### config.mk
export PLATFORM = sky130hd
export DESIGN_NAME = int_to_ascii_digits_flat
export DESIGN_NICKNAME = d
export VERILOG_FILES = /design/src/design/itoa_pkg.sv /design/src/design/itoa_if.sv /design/src/design/int_to_ascii_digits.sv /design/src/flat_wrapper.sv
export SDC_FILE = /design/constraint.sdc
export NUM_CORES = 1
export LEC_CHECK = 0
export ABC_AREA = 1
export BUFFER_PORTS_ARGS = -buffer_cell sky130_fd_sc_hd__buf_4
export CORE_AREA = 3 3 107 134
export DETAILED_ROUTE_END_ITERATION = 8
export DIE_AREA = 0 0 110 137
export PLACE_DENSITY = 0.82
export SYNTH_ARGS = -nofsm -noshare
export SYNTH_HDL_FRONTEND = slang
export SYNTH_SLANG_ARGS = --single-unit
### constraint.sdc
create_clock -name clk -period 5.1 [get_ports clk]
set_input_delay 0.51 -clock clk [delete_from_list [all_inputs] [get_ports clk]]
set_output_delay 0.51 -clock clk [all_outputs]
set_load 0.01 [all_outputs]
### src/design/itoa_pkg.sv
// ----------------------------------------------------------------------------
// itoa_pkg
// Shared types, request codes and character helpers for the integer to ASCII
// converter.
// ----------------------------------------------------------------------------
`default_nettype none

package itoa_pkg;

	typedef logic [1:0]  req_type_t;
	typedef logic [63:0] value_t;
	typedef logic [7:0]  char_t;
	typedef logic [3:0]  nibble_t;
	typedef logic [5:0]  count_t;

	localparam req_type_t REQ_SDEC = 2'd0;
	localparam req_type_t REQ_UDEC = 2'd1;
	localparam req_type_t REQ_HEX  = 2'd2;
	localparam req_type_t REQ_NONE = 2'd3;

	localparam int DEC_BITS   = 32;
	localparam int DEC_DIGITS = 10;
	localparam int HEX_DIGITS = 16;

	localparam count_t CNT_DEC_BITS   = count_t'(DEC_BITS);
	localparam count_t CNT_DEC_DIGITS = count_t'(DEC_DIGITS);
	localparam count_t CNT_HEX_DIGITS = count_t'(HEX_DIGITS);

	localparam char_t CHAR_ZERO  = 8'h30;
	localparam char_t CHAR_LOWER = 8'h61;
	localparam char_t CHAR_MINUS = 8'h2d;

	// Nibble to lowercase hex / decimal digit character.
	function automatic char_t nibble_to_char(input nibble_t n);
		if (n < 4'd10) begin
			return CHAR_ZERO + char_t'(n);
		end else begin
			return CHAR_LOWER + char_t'(n) - 8'd10;
		end
	endfunction

endpackage

`default_nettype wire

### src/design/itoa_if.sv
// ----------------------------------------------------------------------------
// itoa_if
// Valid/ready channels of the integer to ASCII converter: the request channel
// (number and request type) and the character channel.
// ----------------------------------------------------------------------------
`default_nettype none

interface itoa_req_if;
	import itoa_pkg::*;

	logic       valid;
	logic       ready;
	req_type_t  req_type;
	value_t     value;

	modport source (output valid, output req_type, output value, input ready);
	modport sink   (input valid, input req_type, input value, output ready);
endinterface

interface itoa_res_if;
	import itoa_pkg::*;

	logic  valid;
	logic  ready;
	char_t ascii_char;
	logic  last_char;

	modport source (output valid, output ascii_char, output last_char, input ready);
	modport sink   (input valid, input ascii_char, input last_char, output ready);
endinterface

`default_nettype wire

### src/design/int_to_ascii_digits.sv
// ----------------------------------------------------------------------------
// int_to_ascii_digits
// Converts a number to its ASCII text, one character per output request,
// most significant first, last character flagged.
// ----------------------------------------------------------------------------
// Each request on req carries a type (signed 32-bit decimal, unsigned 32-bit
// decimal, 64-bit lowercase hex) and a 64-bit value; type 3 is dropped. The
// answer is the text on res, one character per cycle at most, with last_char
// on its final character; zero gives "0" and negative signed values get a
// leading '-'. One number is in work at a time. A hex number steps through all
// 16 nibbles, leading zeros included, and sends no character for a leading
// zero other than the last nibble. A decimal number first runs a bit-serial
// shift-and-add-3 binary to BCD conversion, one bit per cycle over all 32
// bits, then the sign state for a negative value and one step for each of
// the 10 BCD digits. The output register lets the next request be accepted
// while the final character still waits.
// ----------------------------------------------------------------------------
`default_nettype none

module int_to_ascii_digits (
	input  wire logic clk,
	input  wire logic arst_n,
	itoa_req_if.sink   req,
	itoa_res_if.source res
);
	import itoa_pkg::*;

	localparam logic [1:0] S_IDLE = 2'd0;
	localparam logic [1:0] S_CONV = 2'd1;
	localparam logic [1:0] S_SIGN = 2'd2;
	localparam logic [1:0] S_EMIT = 2'd3;

	logic [1:0]  state_q;
	count_t      cnt_q;
	logic        neg_q;
	logic        hex_q;
	logic        started_q;
	logic [31:0] bin_q;
	value_t      dig_q;
	logic        out_valid_q;
	char_t       out_char_q;
	logic        out_last_q;

	logic        accept;
	logic        out_free;
	logic        low_neg;
	logic [31:0] low_val;
	value_t      dig_adj;
	nibble_t     top_nib;
	logic        is_last;
	logic        skip;

	assign req.ready      = (state_q == S_IDLE);
	assign accept         = req.valid && req.ready;
	assign out_free       = !out_valid_q || res.ready;
	assign res.valid      = out_valid_q;
	assign res.ascii_char = out_char_q;
	assign res.last_char  = out_last_q;

	assign low_val = req.value[31:0];
	assign low_neg = (req.req_type == REQ_SDEC) && low_val[31];

	assign top_nib = dig_q[63:60];
	assign is_last = (cnt_q == 6'd1);
	assign skip    = !started_q && (top_nib == 4'd0) && !is_last;

	// Add 3 to every BCD digit of 5 or more before the next shift.
	always_comb begin
		for (int i = 0; i < HEX_DIGITS; i++) begin
			if (dig_q[4*i +: 4] >= 4'd5) begin
				dig_adj[4*i +: 4] = dig_q[4*i +: 4] + 4'd3;
			end else begin
				dig_adj[4*i +: 4] = dig_q[4*i +: 4];
			end
		end
	end

	always_ff @(posedge clk or negedge arst_n) begin
		if (!arst_n) begin
			state_q     <= S_IDLE;
			cnt_q       <= '0;
			started_q   <= 1'b0;
			out_valid_q <= 1'b0;
		end else begin
			if (out_free && (state_q == S_SIGN || (state_q == S_EMIT && !skip))) begin
				out_valid_q <= 1'b1;
			end else if (res.ready) begin
				out_valid_q <= 1'b0;
			end

			unique case (state_q)
				S_IDLE: begin
					started_q <= 1'b0;
					if (accept) begin
						unique case (req.req_type)
							REQ_SDEC, REQ_UDEC: begin
								state_q <= S_CONV;
								cnt_q   <= CNT_DEC_BITS;
							end
							REQ_HEX: begin
								state_q <= S_EMIT;
								cnt_q   <= CNT_HEX_DIGITS;
							end
							REQ_NONE: begin
								state_q <= S_IDLE;
							end
						endcase
					end
				end
				S_CONV: begin
					if (is_last) begin
						state_q <= neg_q ? S_SIGN : S_EMIT;
						cnt_q   <= CNT_DEC_DIGITS;
					end else begin
						cnt_q <= cnt_q - 6'd1;
					end
				end
				S_SIGN: begin
					if (out_free) begin
						state_q <= S_EMIT;
					end
				end
				S_EMIT: begin
					if (out_free) begin
						cnt_q <= cnt_q - 6'd1;
						if (!skip) begin
							started_q <= 1'b1;
						end
						if (is_last) begin
							state_q <= S_IDLE;
						end
					end
				end
			endcase
		end
	end

	// Datapath: magnitude and digit shift registers, output character.
	always_ff @(posedge clk) begin
		if (accept) begin
			neg_q <= low_neg;
			hex_q <= (req.req_type == REQ_HEX);
			bin_q <= low_neg ? (32'd0 - low_val) : low_val;
			dig_q <= (req.req_type == REQ_HEX) ? req.value : '0;
		end else if (state_q == S_CONV) begin
			// BCD digits sit in the top 40 bits, binary bits enter at bit 24.
			dig_q <= {dig_adj[62:24], bin_q[31], 24'd0};
			bin_q <= {bin_q[30:0], 1'b0};
		end else if (state_q == S_EMIT && out_free) begin
			dig_q <= {dig_q[59:0], 4'd0};
		end

		if (state_q == S_SIGN && out_free) begin
			out_char_q <= CHAR_MINUS;
			out_last_q <= 1'b0;
		end else if (state_q == S_EMIT && out_free && !skip) begin
			out_char_q <= nibble_to_char(top_nib);
			out_last_q <= is_last;
		end
	end

	// A character that is not the last one means the number is still in work.
	a_mid_text_busy: assert property (@(posedge clk) disable iff (!arst_n)
		(out_valid_q && !out_last_q) |-> (state_q != S_IDLE))
		else $error("non-final character pending while idle");

	a_sign_only_neg: assert property (@(posedge clk) disable iff (!arst_n)
		(state_q == S_SIGN) |-> neg_q)
		else $error("sign emitted for non-negative value");

	a_bcd_digit: assert property (@(posedge clk) disable iff (!arst_n)
		(state_q == S_EMIT && !hex_q) |-> (top_nib <= 4'd9))
		else $error("BCD digit out of range");

	a_count_range: assert property (@(posedge clk) disable iff (!arst_n)
		(state_q == S_EMIT) |-> (cnt_q != 6'd0 && cnt_q <= CNT_HEX_DIGITS))
		else $error("digit count out of range");

	a_last_ends: assert property (@(posedge clk) disable iff (!arst_n)
		(state_q == S_EMIT && out_free && is_last) |=> (out_valid_q && out_last_q))
		else $error("final digit not flagged");

endmodule

`default_nettype wire
### src/flat_wrapper.sv
// flat-port wrapper written by rule: the top's interface ports become plain ports
module int_to_ascii_digits_flat import itoa_pkg::*;
  (clk, arst_n, req_valid, req_req_type, req_value, req_ready, res_valid, res_ascii_char, res_last_char, res_ready);
  itoa_req_if req_i ();
  itoa_res_if res_i ();
  input  wire logic clk;
  input  wire logic arst_n;
  input wire logic [$bits(req_i.valid)-1:0] req_valid;
  input wire logic [$bits(req_i.req_type)-1:0] req_req_type;
  input wire logic [$bits(req_i.value)-1:0] req_value;
  output wire logic [$bits(req_i.ready)-1:0] req_ready;
  output wire logic [$bits(res_i.valid)-1:0] res_valid;
  output wire logic [$bits(res_i.ascii_char)-1:0] res_ascii_char;
  output wire logic [$bits(res_i.last_char)-1:0] res_last_char;
  input wire logic [$bits(res_i.ready)-1:0] res_ready;
  assign req_i.valid = req_valid;
  assign req_i.req_type = req_req_type;
  assign req_i.value = req_value;
  assign req_ready = req_i.ready;
  assign res_valid = res_i.valid;
  assign res_ascii_char = res_i.ascii_char;
  assign res_last_char = res_i.last_char;
  assign res_i.ready = res_ready;
  int_to_ascii_digits u_core (.clk(clk), .arst_n(arst_n), .req(req_i), .res(res_i));
endmodule
* Yosys cells after proc, flatten, opt, wreduce, memory -nomap -nowiden
Index checks and enable logic that the tools add are counted.
Word-level totals: flip-flop bits (word level) 116, output and inout bits 11, input port bits 70
Operators by class: reductions and logical operators 27, order comparisons 11, muxes and demuxes 36, $add $sub $neg 15, equality and inequality tests 14
Operators with widths (count):
- 2-to-1 mux 64 bit | 4
- 2-to-1 mux 32 bit | 3
- greater-or-equal comparator 4 x 3 -> 1 bit, second input constant | 10
- adder 4 x 2 -> 4 bit, second input constant | 9
- 2-to-1 mux 4 bit | 9
- subtractor 1 x 32 -> 32 bit, first input constant | 1
- 2-to-1 mux 6 bit | 3
- case mux 6 bit (3 select lines) | 1
- case mux 6 bit (2 select lines) | 1
- 2-to-1 mux 2 bit | 5
- logical AND 1 bit | 9
- adder 7 x 4 -> 8 bit, first input constant | 1
- equality test 2 bit, second input constant | 4
- 2-to-1 mux 8 bit | 1
- inequality test 2 x 1 -> 1 bit, second input constant | 4
- case mux 2 bit (4 select lines) | 1
- subtractor 8 x 4 -> 8 bit, second input constant | 1
- adder 6 x 4 -> 7 bit, first input constant | 1
- equality test 6 x 1 -> 1 bit, second input constant | 1
- case mux 2 bit (3 select lines) | 1
- nonzero test 2 bit | 3
- nonzero test 3 bit | 2
- subtractor 6 x 1 -> 6 bit, second input constant | 1
- 2-to-1 mux 1 bit | 5
- other kinds (15) | 22

* Depth between registers and ports, before layout
Gate-level depths: netlist (run 1).
depth in word-level cells 8, gate-level depth with buffers 10

* Least setup slack after synthesis (run 1)
No wires, ideal clock.
path type register -> register, start point register u_core.state_q[0], end point register u_core.dig_q[0], enable pin, buffers on the path 2, setup time 0.424 ns, stages on the path, launching flop included 9, slack 1.886 ns, clock period less this slack 3.214 ns, data required time 4.676 ns, data arrival time 2.790 ns, cells stage by stage dfrtp_1 -> inv_1 -> ha_1 -> nand2_2 -> inv_2 -> nor2_2 -> buf_2 -> buf_4 -> nand2_1
On the way: word-level cells in the longest chain between the ends 3, elaborated cells between the ends (all ways) 6, those cells by class eq/ne (2); reduce/logical (4)
Ends and longest elaborated chain:
- from (decl) | line int_to_ascii_digits.sv:33 | logic [1:0] state_q;
- from (signal assigned) | line int_to_ascii_digits.sv:112 | state_q <= neg_q ? S_SIGN : S_EMIT;
- logical NOT 2 bit | line int_to_ascii_digits.sv:53 | assign req.ready = (state_q == S_IDLE);
- via req_ready | line flat_wrapper.sv:11 | output wire logic [$bits(req_i.ready)-1:0] req_ready;
- logical AND 1 bit | line int_to_ascii_digits.sv:54 | assign accept = req.valid && req.ready;
- nonzero test 3 bit (no line)
- to (signal assigned) | line int_to_ascii_digits.sv:144 | dig_q <= (req.req_type == REQ_HEX) ? req.value : '0;
- to (signal assigned) | line int_to_ascii_digits.sv:147 | dig_q <= {dig_adj[62:24], bin_q[31], 24'd0};
- to (signal assigned) | line int_to_ascii_digits.sv:150 | dig_q <= {dig_q[59:0], 4'd0};
- to (decl) | line int_to_ascii_digits.sv:39 | value_t dig_q;
The timed path passes the listed nets, and every way through them passes these cells. A chain may end at the register's enable or synchronous reset.

* Worst setup path after layout (run 1)
start point register u_core.state_q[1], end point register u_core.dig_q[13] (data pin)
On the way: word-level cells in the longest chain between the ends 3, elaborated cells between the ends (all ways) 5, those cells by class eq/ne (1); mux (2); reduce/logical (2)
Ends and longest elaborated chain:
- equality test 2 x 1 -> 1 bit / logical NOT 2 bit (equally long branches) | line int_to_ascii_digits.sv:145, int_to_ascii_digits.sv:53
- 2-to-1 mux 64 bit / logical AND 1 bit (equally long branches) | line int_to_ascii_digits.sv:145, int_to_ascii_digits.sv:54
- 2-to-1 mux 64 bit * | line int_to_ascii_digits.sv:140 | if (accept) begin
Mark *: on every way between the ends. The rest lies on a longest branch, timed or not.

==> results.py, run 1 <==
metrics = {
    "run_status": {
        "status": "finished clean",
    },
    "global_routing": {
        "grt.total_usage_pct": 24.9,
        "grt_max_degree": 50,
        "first_global_vias": 6053,
        "antenna_found_initial": 0,
        "grt_overflow": 0,
        "grt_pass1_wl_um": 28900,
    },
    "drt": {
        "drtIter0Drc": 600,
        "via_per_inst": 5.73,
        "vias": 6294,
        "wl_um": 18300,
        "first_pass_iters": 5,
        "ant_nets": 0,
        "wl_per_cell_um": 16.6,
        "drc_errors": 0,
    },
    "timing": {
        "fmax_mhz": 322,
        "rsz0062_at_grt": "false",
        "finalHoldWorstSlack_ns": 0.396,
        "fin_setup_tns_ns": 0,
        "finalMaxSlewViolations": 0,
        "hold_viol_final": 0,
        "tightest_slew_ns": 0.999,
        "slew_headroom_pct": 33.3,
        "setup_viol": 0,
        "fin_crit_sh_pct": 60.9,
        "finalClockSkew_ns": 0.0101,
        "period_minus_slack_ns": 3.11,
    },
    "yosys": {
        "syn_nets": 937,
        "ys_ff_latch": 115,
        "yosysWarnings": 0,
        "synth_top_family_by_area": "simple AND/OR/NAND/NOR gates",
        "syn_avg_cell_area_um2": 8.55,
        "synth_cells": 838,
        "synth_top_area_cell": "edfxtp_1",
        "synth.area.top_cells": "edfxtp_1 41%, nand2_1 9.4%, o21ai_0 5.9%",
        "netlist_area_um2": 7160,
        "synth.distinct_cells": 45,
        "yosysSeqAreaShare_pct": 46.4,
        "synth_adder_area_share_pct": 5.06,
        "synth_top_area_share_pct": 40.7,
        "yosys.area_share.xor_xnor_pct": 3.55,
        "synth-compound-area-share_pct": 16.2,
        "synth-simple-area-share_pct": 21.3,
        "synth_mux_area_share_pct": 0,
    },
    "cts": {
        "cts_root_buf": "clkbuf_16",
        "cts_made_buffers": 17,
        "cts_resized": 0,
        "clock_latency_ns": 0.42,
        "htreeDepth": 4,
        "path_clk_slew_ns": 0.06,
        "clock_path_buffers": 2,
        "cts_tree": "built",
        "cts_num_sinks": 115,
    },
    "layout": {
        "diodes": 0,
        "mostFrequentLayoutCells": "179 x nand2_1, 97 x edfxtp_1, 92 x inv_1, 84 x o21ai_0, 84 x buf_4",
        "fin_util_pct": 64.0,
        "multi_input_area_um2": 3320,
        "fillers": 1141,
        "final_area_um2": 8470,
        "nNetsFinal": 1014,
        "area_delta_synth_final_pct": 18.2,
        "layout_commonest_cell": "nand2_1",
        "seqCellArea_um2": 3320,
        "drive_above_1_share_pct": 17.0,
    },
    "worst_setup_path": {
        "r2r_cells": 6,
        "worst_setup_path_start_kind": "register",
        "ff2ff_setup_slack_ns": 1.99,
        "cp.required_ns": 5.33,
        "cp_max_fo": 42,
        "critPathKind": "register to register",
        "rr_startpoint": "u_core.state_q[1]",
        "reg2reg_to": "u_core.dig_q[13]",
        "endpoint_kind": "register",
        "cp_data_arrival_time_ns": 3.34,
    },
    "place": {
        "globalplace.congestion": 0.906,
        "dpl_cell_area_um2": 7860,
        "dp_hpwl_um": 13000,
        "io_buffers": 79,
    },
    "floorplan": {
        "die_h_um": 137,
        "core-area_um2": 13200,
        "num_rows": 47,
        "dieArea_um2": 15100,
        "initial_core_util_pct": 54.1,
        "num_io_pins": 81,
        "die_w_um": 110,
    },
    "min_path": {
        "min_from": "req_value[55]",
        "hold_class": "input pin to register",
        "hold_end": "u_core.dig_q[55]",
        "hold_depth": 3,
    },
    "power_and_ir_drop": {
        "ir_worst_vdd_mv": 0.336,
        "leakagePower_nw": 3.71,
        "finalPower_mw": 5.56,
        "cellPowerDensity_nw_per_um2": 656,
    },
    "run": {
        "cap_viol_max_count": 0,
    },
}
-- what timing repair did --
action / CTS / global route
setup buffers: 0 / 0
hold buffers: 1 / 0
endpoints found under the hold margin: 10 / 0
-- registers in the layout (all words and copies together), names as in the netlist --
| register | flops |
|---|---|
| u_core.res.valid | 1 |
| u_core.started_q | 1 |
| u_core.neg_q | 1 |
| u_core.cnt_q | 6 |
| u_core.bin_q | 32 |
| u_core.dig_q | 64 |
| u_core.res.last_char | 1 |
| u_core.state_q | 2 |
| u_core.res.ascii_char | 7 |
-- cells by family (layout without fill, tap and decap cells) --
| logic type | after synthesis | count (layout) |
|---|---|---|
| other | 1 | 1 |
| and+or+nand+nor | 341 | 341 |
| DFF | 115 | 115 |
| adders and majority gates | 29 | 29 |
| xor gates and xnor gates | 29 | 29 |
| buffers and inverters | 127 | 217 |
| AOI/OAI and AO/OA | 196 | 196 |
-- how the worst max path moves through the flow --
stage / startpoint / to / slack, ns / depth (start not counted)
5_1_grt: u_core.state_q[0] / u_core.dig_q[13] / 1.77 / 6
6_report: u_core.state_q[1] / u_core.dig_q[13] / 1.99 / 6
2_1_floorplan: u_core.state_q[0] / u_core.dig_q[0] / 1.89 / 8
3_3_place_gp: u_core.state_q[0] / u_core.dig_q[28] / 2.17 / 6
4_1_cts: u_core.state_q[0] / u_core.dig_q[13] / 1.97 / 6
3_5_place_dp: u_core.state_q[0] / u_core.dig_q[13] / 2.00 / 6
-- where the power goes --
| part | leakage, nW | switching [mW] | total, mW | internal [mW] |
|---|---|---|---|---|
| combinational | 2.27 | 1.45 | 2.24 | 0.798 |
| clock | 0.291 | 0.463 | 1.19 | 0.732 |
| sequential | 1.15 | 0.304 | 2.12 | 1.81 |
-- layer usage --
layer	GRT usage [%]	up-vias	part of all wire, %
met3	5.85	45	8.1
met4	11.0	0	3.2
met1	29.1	2924	38
met2	43.1	293	51
li1	-	3032	-
met5	0	-	0
-- final cells by class --
cell class	count	share of cell area [%]
multi-input cells	596	39.2
clock buffers	17	5.02
repair buffers	85	7.57
flip-flops and latches	115	39.2
well taps	171	2.53
clock inverters	15	2.02
inverters	100	4.46
-- stage by stage --
step | instances | setup slack, ns
global route | 1099 | 1.77
global placement | 1066 | 2.17
detailed placement | 1066 | 2.00
floorplan | 838 | 1.89
CTS | 1099 | 1.97
finish | 1099 | 1.99
-- critical path: stages, from the launching register on --
cell,delay (ns)
dfrtp_1,0.40
inv_1,0.12
ha_1,0.25
nand2_2,0.47
nor2_4,0.96
inv_2,0.38
o21ai_0,0.31
-- Yosys cell counts, drive strengths merged --
cell    number
o21bai       1
o311ai       1
o41ai        1
a31oi        3
o21ai      106
nand3       59
o31ai        2
a21oi       35
ha          29
o22ai        1
dfxtp        8
nor2        75
o211ai       2
o221ai       1
conb         1
nand4       11
buf         17
a32o         4
xor2        29
nand2      188
inv        100
edfxtp      97
clkbuf      10
a22oi       39
nor3         1
and2         3
and3         1
or2          3
dfrtp       10
(Power assumes the default switching activity.)
==> run 2, diff against run 1 <==
ABC_AREA = 0   (was 1)
CORE_AREA = 3 3 106 134   (was 3 3 107 134)
DIE_AREA = 0 0 109 137   (was 0 0 110 137)
PLACE_DENSITY = 0.85   (was 0.82)
clock period = 2.6 ns   (was 5.1 ns; I/O delays follow)
==> run 2 against run 1 <==
Compared with the run above: fmax is 40% higher; worst hold slack got worse by 0.28 ns; register-to-register slack worse by 1.6 ns; via count fell by 9.5%; first-iteration DRC count shrank 27%; largest cell class is now multi-input combinational cells; highest routed layer unchanged.
==> results.py, run 2 <==
metrics = {
    "run_status": {
        "status": "finished clean",
    },
    "power_and_ir_drop": {
        "clock_power_share_pct": 20.9,
        "ir_worst_vdd_mv": 0.797,
        "switching_share_pct": 38.4,
        "finalPower_mw": 11.3,
        "cellPowerDensity_nw_per_um2": 1350,
        "p_int_mw": 6.94,
        "share_comb_of_total_power_pct": 41.8,
        "seq_power_share_pct": 37.2,
        "p_switching_mw": 4.32,
        "leakagePower_nw": 3.34,
    },
    "global_routing": {
        "antenna_found_initial": 0,
        "grt.total_usage_pct": 23.4,
        "grt_max_degree": 69,
        "first_global_vias": 5636,
        "grt_overflow": 0,
        "grt_pass1_wl_um": 27100,
    },
    "yosys": {
        "synth_most_common_cell": "edfxtp_1",
        "synth.distinct_cells": 66,
        "yosysWarnings": 0,
        "synthArstFlopShare_pct": 8.70,
        "synth_cells": 726,
        "synth.area.top_cells": "edfxtp_1 42%, a21oi_1 6.4%, ha_1 5.2%",
        "synth_ff_type": "edfxtp_1",
        "synth_top_area_cell": "edfxtp_1",
        "yosysSeqAreaShare_pct": 47.4,
        "synth-edff-count": 97,
        "yosys-top-cells-count": "97 x edfxtp_1, 90 x a21oi_1, 84 x nand2_1",
        "netlist_area_um2": 7000,
        "syn_avg_cell_area_um2": 9.65,
        "syn_nets": 825,
        "synth_top_area_share_pct": 41.6,
        "ys_ff_latch": 115,
    },
    "timing": {
        "hold_viol_final": 0,
        "finalClockSkew_ns": 0.00907,
        "tightest_slew_ns": 1.10,
        "setup_viol": 0,
        "rsz0062_at_grt": "false",
        "period_minus_slack_ns": 2.22,
        "slew_headroom_pct": 26.1,
        "fmax_mhz": 450,
        "fin_setup_tns_ns": 0,
        "finalHoldWorstSlack_ns": 0.118,
        "finalMaxSlewViolations": 0,
        "fin_crit_sh_pct": 85.5,
    },
    "worst_setup_path": {
        "cp.required_ns": 2.87,
        "cp_max_fo": 41,
        "reg2reg_to": "u_core.dig_q[52]",
        "cp_slowest_cell": "nor2_4",
        "rr_startpoint": "u_core.state_q[1]",
        "cp_data_arrival_time_ns": 2.49,
        "worst_setup_path_start_kind": "register",
        "cpLargestDelayFamily": "simple AND/OR/NAND/NOR gates",
        "cpPeakStageDelay_ns": 0.81,
        "ff2ff_setup_slack_ns": 0.38,
        "crit_chain": "inv_1 -> ha_1 -> nand2_4 -> nor2_4 -> a22o_1",
        "critPathKind": "register to register",
        "r2r_cells": 5,
        "cp_num_buf_inv": 1,
        "endpoint_kind": "register",
    },
    "floorplan": {
        "initial_core_util_pct": 53.4,
        "die_w_um": 109,
        "dieArea_um2": 14900,
        "core-area_um2": 13100,
        "die_h_um": 137,
        "num_rows": 47,
        "num_io_pins": 81,
    },
    "drt": {
        "drtIter0Drc": 439,
        "drc_errors": 0,
        "topRoutingLayerUsed": "met4",
        "wl_um": 16400,
        "route.met2.wl_um": 8400,
        "vias": 5695,
        "ant_nets": 0,
        "wl_per_cell_um": 16.7,
        "first_pass_iters": 5,
        "wl_met1_um": 6790,
        "wl_met3_um": 786,
        "via_per_inst": 5.81,
    },
    "cts": {
        "path_clk_slew_ns": 0.06,
        "clock_latency_ns": 0.42,
        "cts_made_buffers": 17,
        "htreeDepth": 4,
        "cts_root_buf": "clkbuf_16",
        "cts_setup_buffers": 0,
        "cts_resized": 0,
        "cts_num_sinks": 115,
        "clock_path_buffers": 2,
        "cts_tree": "built",
    },
    "layout": {
        "largest_reg_flops": 64,
        "nNetsFinal": 896,
        "mostFrequentLayoutCells": "97 x edfxtp_1, 90 x a21oi_1, 87 x buf_4, 82 x nand2_1, 64 x o21ai_0",
        "drive_above_1_share_pct": 17.8,
        "diodes": 0,
        "layout_commonest_cell": "edfxtp_1",
        "area_delta_synth_final_pct": 19.3,
        "instances_no_fill": 981,
        "multi_input_area_um2": 3390,
        "seqCellArea_um2": 3320,
        "fillers": 1029,
        "final_area_um2": 8360,
        "top_register": "u_core.dig_q",
    },
    "min_path": {
        "hold_class": "input pin to register",
        "hold_depth": 3,
        "hold_end": "u_core.dig_q[47]",
        "min_from": "req_value[47]",
    },
    "place": {
        "dp_hpwl_um": 11100,
        "dpl_cell_area_um2": 7750,
        "place_inst": 948,
        "io_buffers": 79,
        "globalplace.congestion": 0.822,
    },
    "run": {
        "cap_viol_max_count": 0,
    },
}
run 2: tightest hold or removal path: cells and delay by family:
kind	cells	cell delay [ns]
buf+inv	1	0.08
compound gates	1	0.06
simple gates	1	0.03
run 2: stage by stage:
stage               util (%)  setup WS, ns
global placement        59.1         0.297
CTS                     63.7         0.369
global route            63.7         0.248
detailed placement      59.1         0.263
finish                  63.7         0.378
floorplan                  -         0.149
run 2: layer usage:
metal | vias up | global-route usage [%]
met5 | - | 0
met4 | 0 | 10.5
met3 | 33 | 5.14
met2 | 176 | 39.8
met1 | 2703 | 28.1
li1 | 2783 | -
run 2: worst max path at each step:
stage | start | cells after the start | end
after detailed placement | req_value[0] | 8 | u_core.bin_q[16]
after global routing | u_core.state_q[1] | 6 | u_core.dig_q[59]
final | u_core.state_q[1] | 5 | u_core.dig_q[52]
after global placement | req_value[0] | 8 | u_core.bin_q[30]
after floorplan | u_core.state_q[0] | 7 | u_core.bin_q[0]
after CTS | u_core.state_q[1] | 5 | u_core.dig_q[52]
run 2: power by group through the flow:
stage	logic (mW)	registers (mW)	clock network (mW)
floorplan	3.52	4.04	0
global placement	4.55	4.16	0
detailed placement	4.71	4.19	0
CTS	4.74	4.18	2.39
global route	5.38	4.31	2.47
finish	4.71	4.19	2.36
run 2: repair_timing:
| action | 4_1_cts | 5_1_grt |
|---|---|---|
| hold endpoints to repair | 10 | 0 |
| setup endpoints to repair | 0 | 0 |
| hold buffers | 1 | 0 |
run 2: area by class of cell:
type | count | area share, %
clock buffer | 17 | 5.09
tap | 171 | 2.56
multi-input combinational | 537 | 40.5
inverter | 36 | 1.62
timing repair buffer | 90 | 8.41
sequential | 115 | 39.8
clock inverter | 15 | 2.04
run 2: cell families (layout without fill, tap and decap cells):
logic type / Yosys count / after routing / share of synthesized area (%)
AO/OA/AOI/OAI: 239 / 239 / 20.3
AND/OR/NAND/NOR: 208 / 208 / 14.6
flip-flops: 115 / 115 / 47.4
buffers and inverters: 74 / 158 / 4.59
XOR/XNOR: 40 / 40 / 5.00
adder cells (fa/ha/maj): 29 / 29 / 5.18
multiplexers: 20 / 20 / 2.88
other: 1 / 1 / 0.0535
==> run 3, diff against run 2 <==
CORE_AREA = 2 2 105 133   (was 3 3 106 134)
DIE_AREA = 0 0 107 135   (was 0 0 109 137)
RECOVER_POWER = 25   (was default)
==> run 3 against run 2 <==
Compared with the run above: critical path depth is the same; via count grew 1.4%; fmax shrank 4.7%; count of clock-buffer cells in the layout is the same; core utilization shrank 0.29 points; power grew 0.21%; worst hold slack is essentially flat; clock skew shrank 0.0044 ns; final area shrank 0.45%; die area shrank 3.3%; global-route usage grew 0.37 points; critical path type unchanged; critical endpoint is now u_core.res.ascii_char[4].
==> results.py, run 3 (same netlist as run 2, synthesis figures left out) <==
metrics = {
    "run_status": {
        "status": "finished clean",
    },
    "global_routing": {
        "first_global_vias": 5598,
        "antenna_found_initial": 0,
        "grt.total_usage_pct": 23.7,
        "grt_max_degree": 59,
        "grt_pass1_wl_um": 26800,
        "grt_overflow": 0,
    },
    "layout": {
        "nNetsFinal": 896,
        "seqCellArea_um2": 3320,
        "final_area_um2": 8320,
        "layout_commonest_cell": "edfxtp_1",
        "instances_no_fill": 980,
        "mostFrequentLayoutCells": "97 x edfxtp_1, 90 x a21oi_1, 82 x nand2_1, 73 x buf_4, 67 x o21ai_0",
        "largest_reg_flops": 64,
        "top_register": "u_core.dig_q",
        "diodes": 0,
        "area_delta_synth_final_pct": 18.8,
        "fillers": 1080,
        "multi_input_area_um2": 3380,
        "drive_above_1_share_pct": 16.1,
    },
    "power_and_ir_drop": {
        "seq_power_share_pct": 37.1,
        "p_switching_mw": 4.24,
        "share_comb_of_total_power_pct": 41.2,
        "clock_power_share_pct": 21.7,
        "p_int_mw": 7.05,
        "ir_worst_vdd_mv": 0.659,
        "cellPowerDensity_nw_per_um2": 1360,
        "finalPower_mw": 11.3,
        "leakagePower_nw": 3.30,
        "switching_share_pct": 37.6,
    },
    "cts": {
        "cts_resized": 0,
        "clock_path_buffers": 2,
        "cts_setup_buffers": 0,
        "htreeDepth": 4,
        "path_clk_slew_ns": 0.06,
        "clock_latency_ns": 0.42,
        "cts_tree": "built",
        "cts_num_sinks": 115,
        "cts_made_buffers": 17,
        "postCtsHoldBufs": 1,
        "cts_root_buf": "clkbuf_16",
    },
    "run": {
        "cap_viol_max_count": 0,
    },
    "place": {
        "dpl_cell_area_um2": 7750,
        "place_inst": 948,
        "globalplace.congestion": 0.862,
        "io_buffers": 79,
        "dp_hpwl_um": 11000,
    },
    "worst_setup_path": {
        "endpoint": "u_core.res.ascii_char[4]",
        "r2r_cells": 5,
        "ff2ff_setup_slack_ns": 0.27,
        "cp.required_ns": 2.92,
        "cp_data_arrival_time_ns": 2.65,
        "worst_setup_path_start_kind": "register",
        "reg2reg_to": "u_core.res.ascii_char[4]",
        "startpoint": "u_core.cnt_q[2]",
        "rr_startpoint": "u_core.cnt_q[2]",
        "endpoint_kind": "register",
        "cp_max_fo": 12,
        "critPathKind": "register to register",
    },
    "timing": {
        "hold_viol_final": 0,
        "period_minus_slack_ns": 2.33,
        "finalMaxSlewViolations": 0,
        "fin_setup_tns_ns": 0,
        "slew_headroom_pct": 29.2,
        "rsz0062_at_grt": "false",
        "finalClockSkew_ns": 0.00462,
        "setup_viol": 0,
        "finalHoldWorstSlack_ns": 0.118,
        "fin_crit_sh_pct": 89.7,
        "tightest_slew_ns": 1.06,
        "fmax_mhz": 429,
    },
    "drt": {
        "drtIter0Drc": 414,
        "drc_errors": 0,
        "wl_per_cell_um": 16.8,
        "ant_nets": 0,
        "wl_um": 16500,
        "first_pass_iters": 5,
        "via_per_inst": 5.89,
        "vias": 5777,
    },
    "floorplan": {
        "die_w_um": 107,
        "initial_core_util_pct": 53.4,
        "dieArea_um2": 14400,
        "num_io_pins": 81,
        "num_rows": 47,
        "core-area_um2": 13100,
        "die_h_um": 135,
    },
    "min_path": {
        "hold_class": "input pin to register",
    },
}
==> run 3: how the worst min path moves through the flow <==
| stage | cells past startpoint | from | to |
|---|---|---|---|
| after detailed placement | 1 | arst_n | u_core.res.valid |
| after global placement | 1 | arst_n | u_core.state_q[0] |
| after CTS | 3 | req_value[55] | u_core.dig_q[55] |
| final | 3 | req_value[55] | u_core.dig_q[55] |
| after floorplan | 0 | arst_n | u_core.cnt_q[0] |
| after global routing | 3 | req_value[35] | u_core.dig_q[35] |
==> run 3: stage by stage <==
step                util [%]  worst slack (ns)
floorplan                  -             0.149
global placement        59.1             0.289
detailed placement      59.1             0.231
CTS                     63.9             0.343
global route            63.4             0.101
finish                  63.4             0.268
==> run 3: power groups by stage <==
stage | registers, mW | logic, mW | clock network [mW]
CTS | 4.18 | 4.72 | 2.47
finish | 4.19 | 4.65 | 2.45
detailed placement | 4.18 | 4.69 | 0
floorplan | 4.04 | 3.52 | 0
global placement | 4.16 | 4.53 | 0
global route | 4.31 | 5.25 | 2.55
==> run 3: worst max-delay path: stages, from the launching register on <==
cell,delay (ns)
dfrtp_1,0.43
or3_1,0.41
nor3b_1,0.57
o21ba_2,0.46
nor2_1,0.09
a311oi_1,0.27
==> run 3: routing by layer <==
layer / wire, µm / up-vias / global-route usage [%]
li1: - / 2779 / -
met1: 6630 / 2756 / 28.4
met2: 8510 / 220 / 41.2
met3: 1050 / 22 / 6.18
met4: 266 / 0 / 8.73
met5: 0 / - / 0
==> run 3: cell type report <==
class	count	area share, %
multi-input cells	537	40.6
clock buffers	17	5.11
inverters	36	1.62
clock inverters	14	2.26
flip-flops and latches	115	39.9
well taps	171	2.57
repair buffers	90	7.85
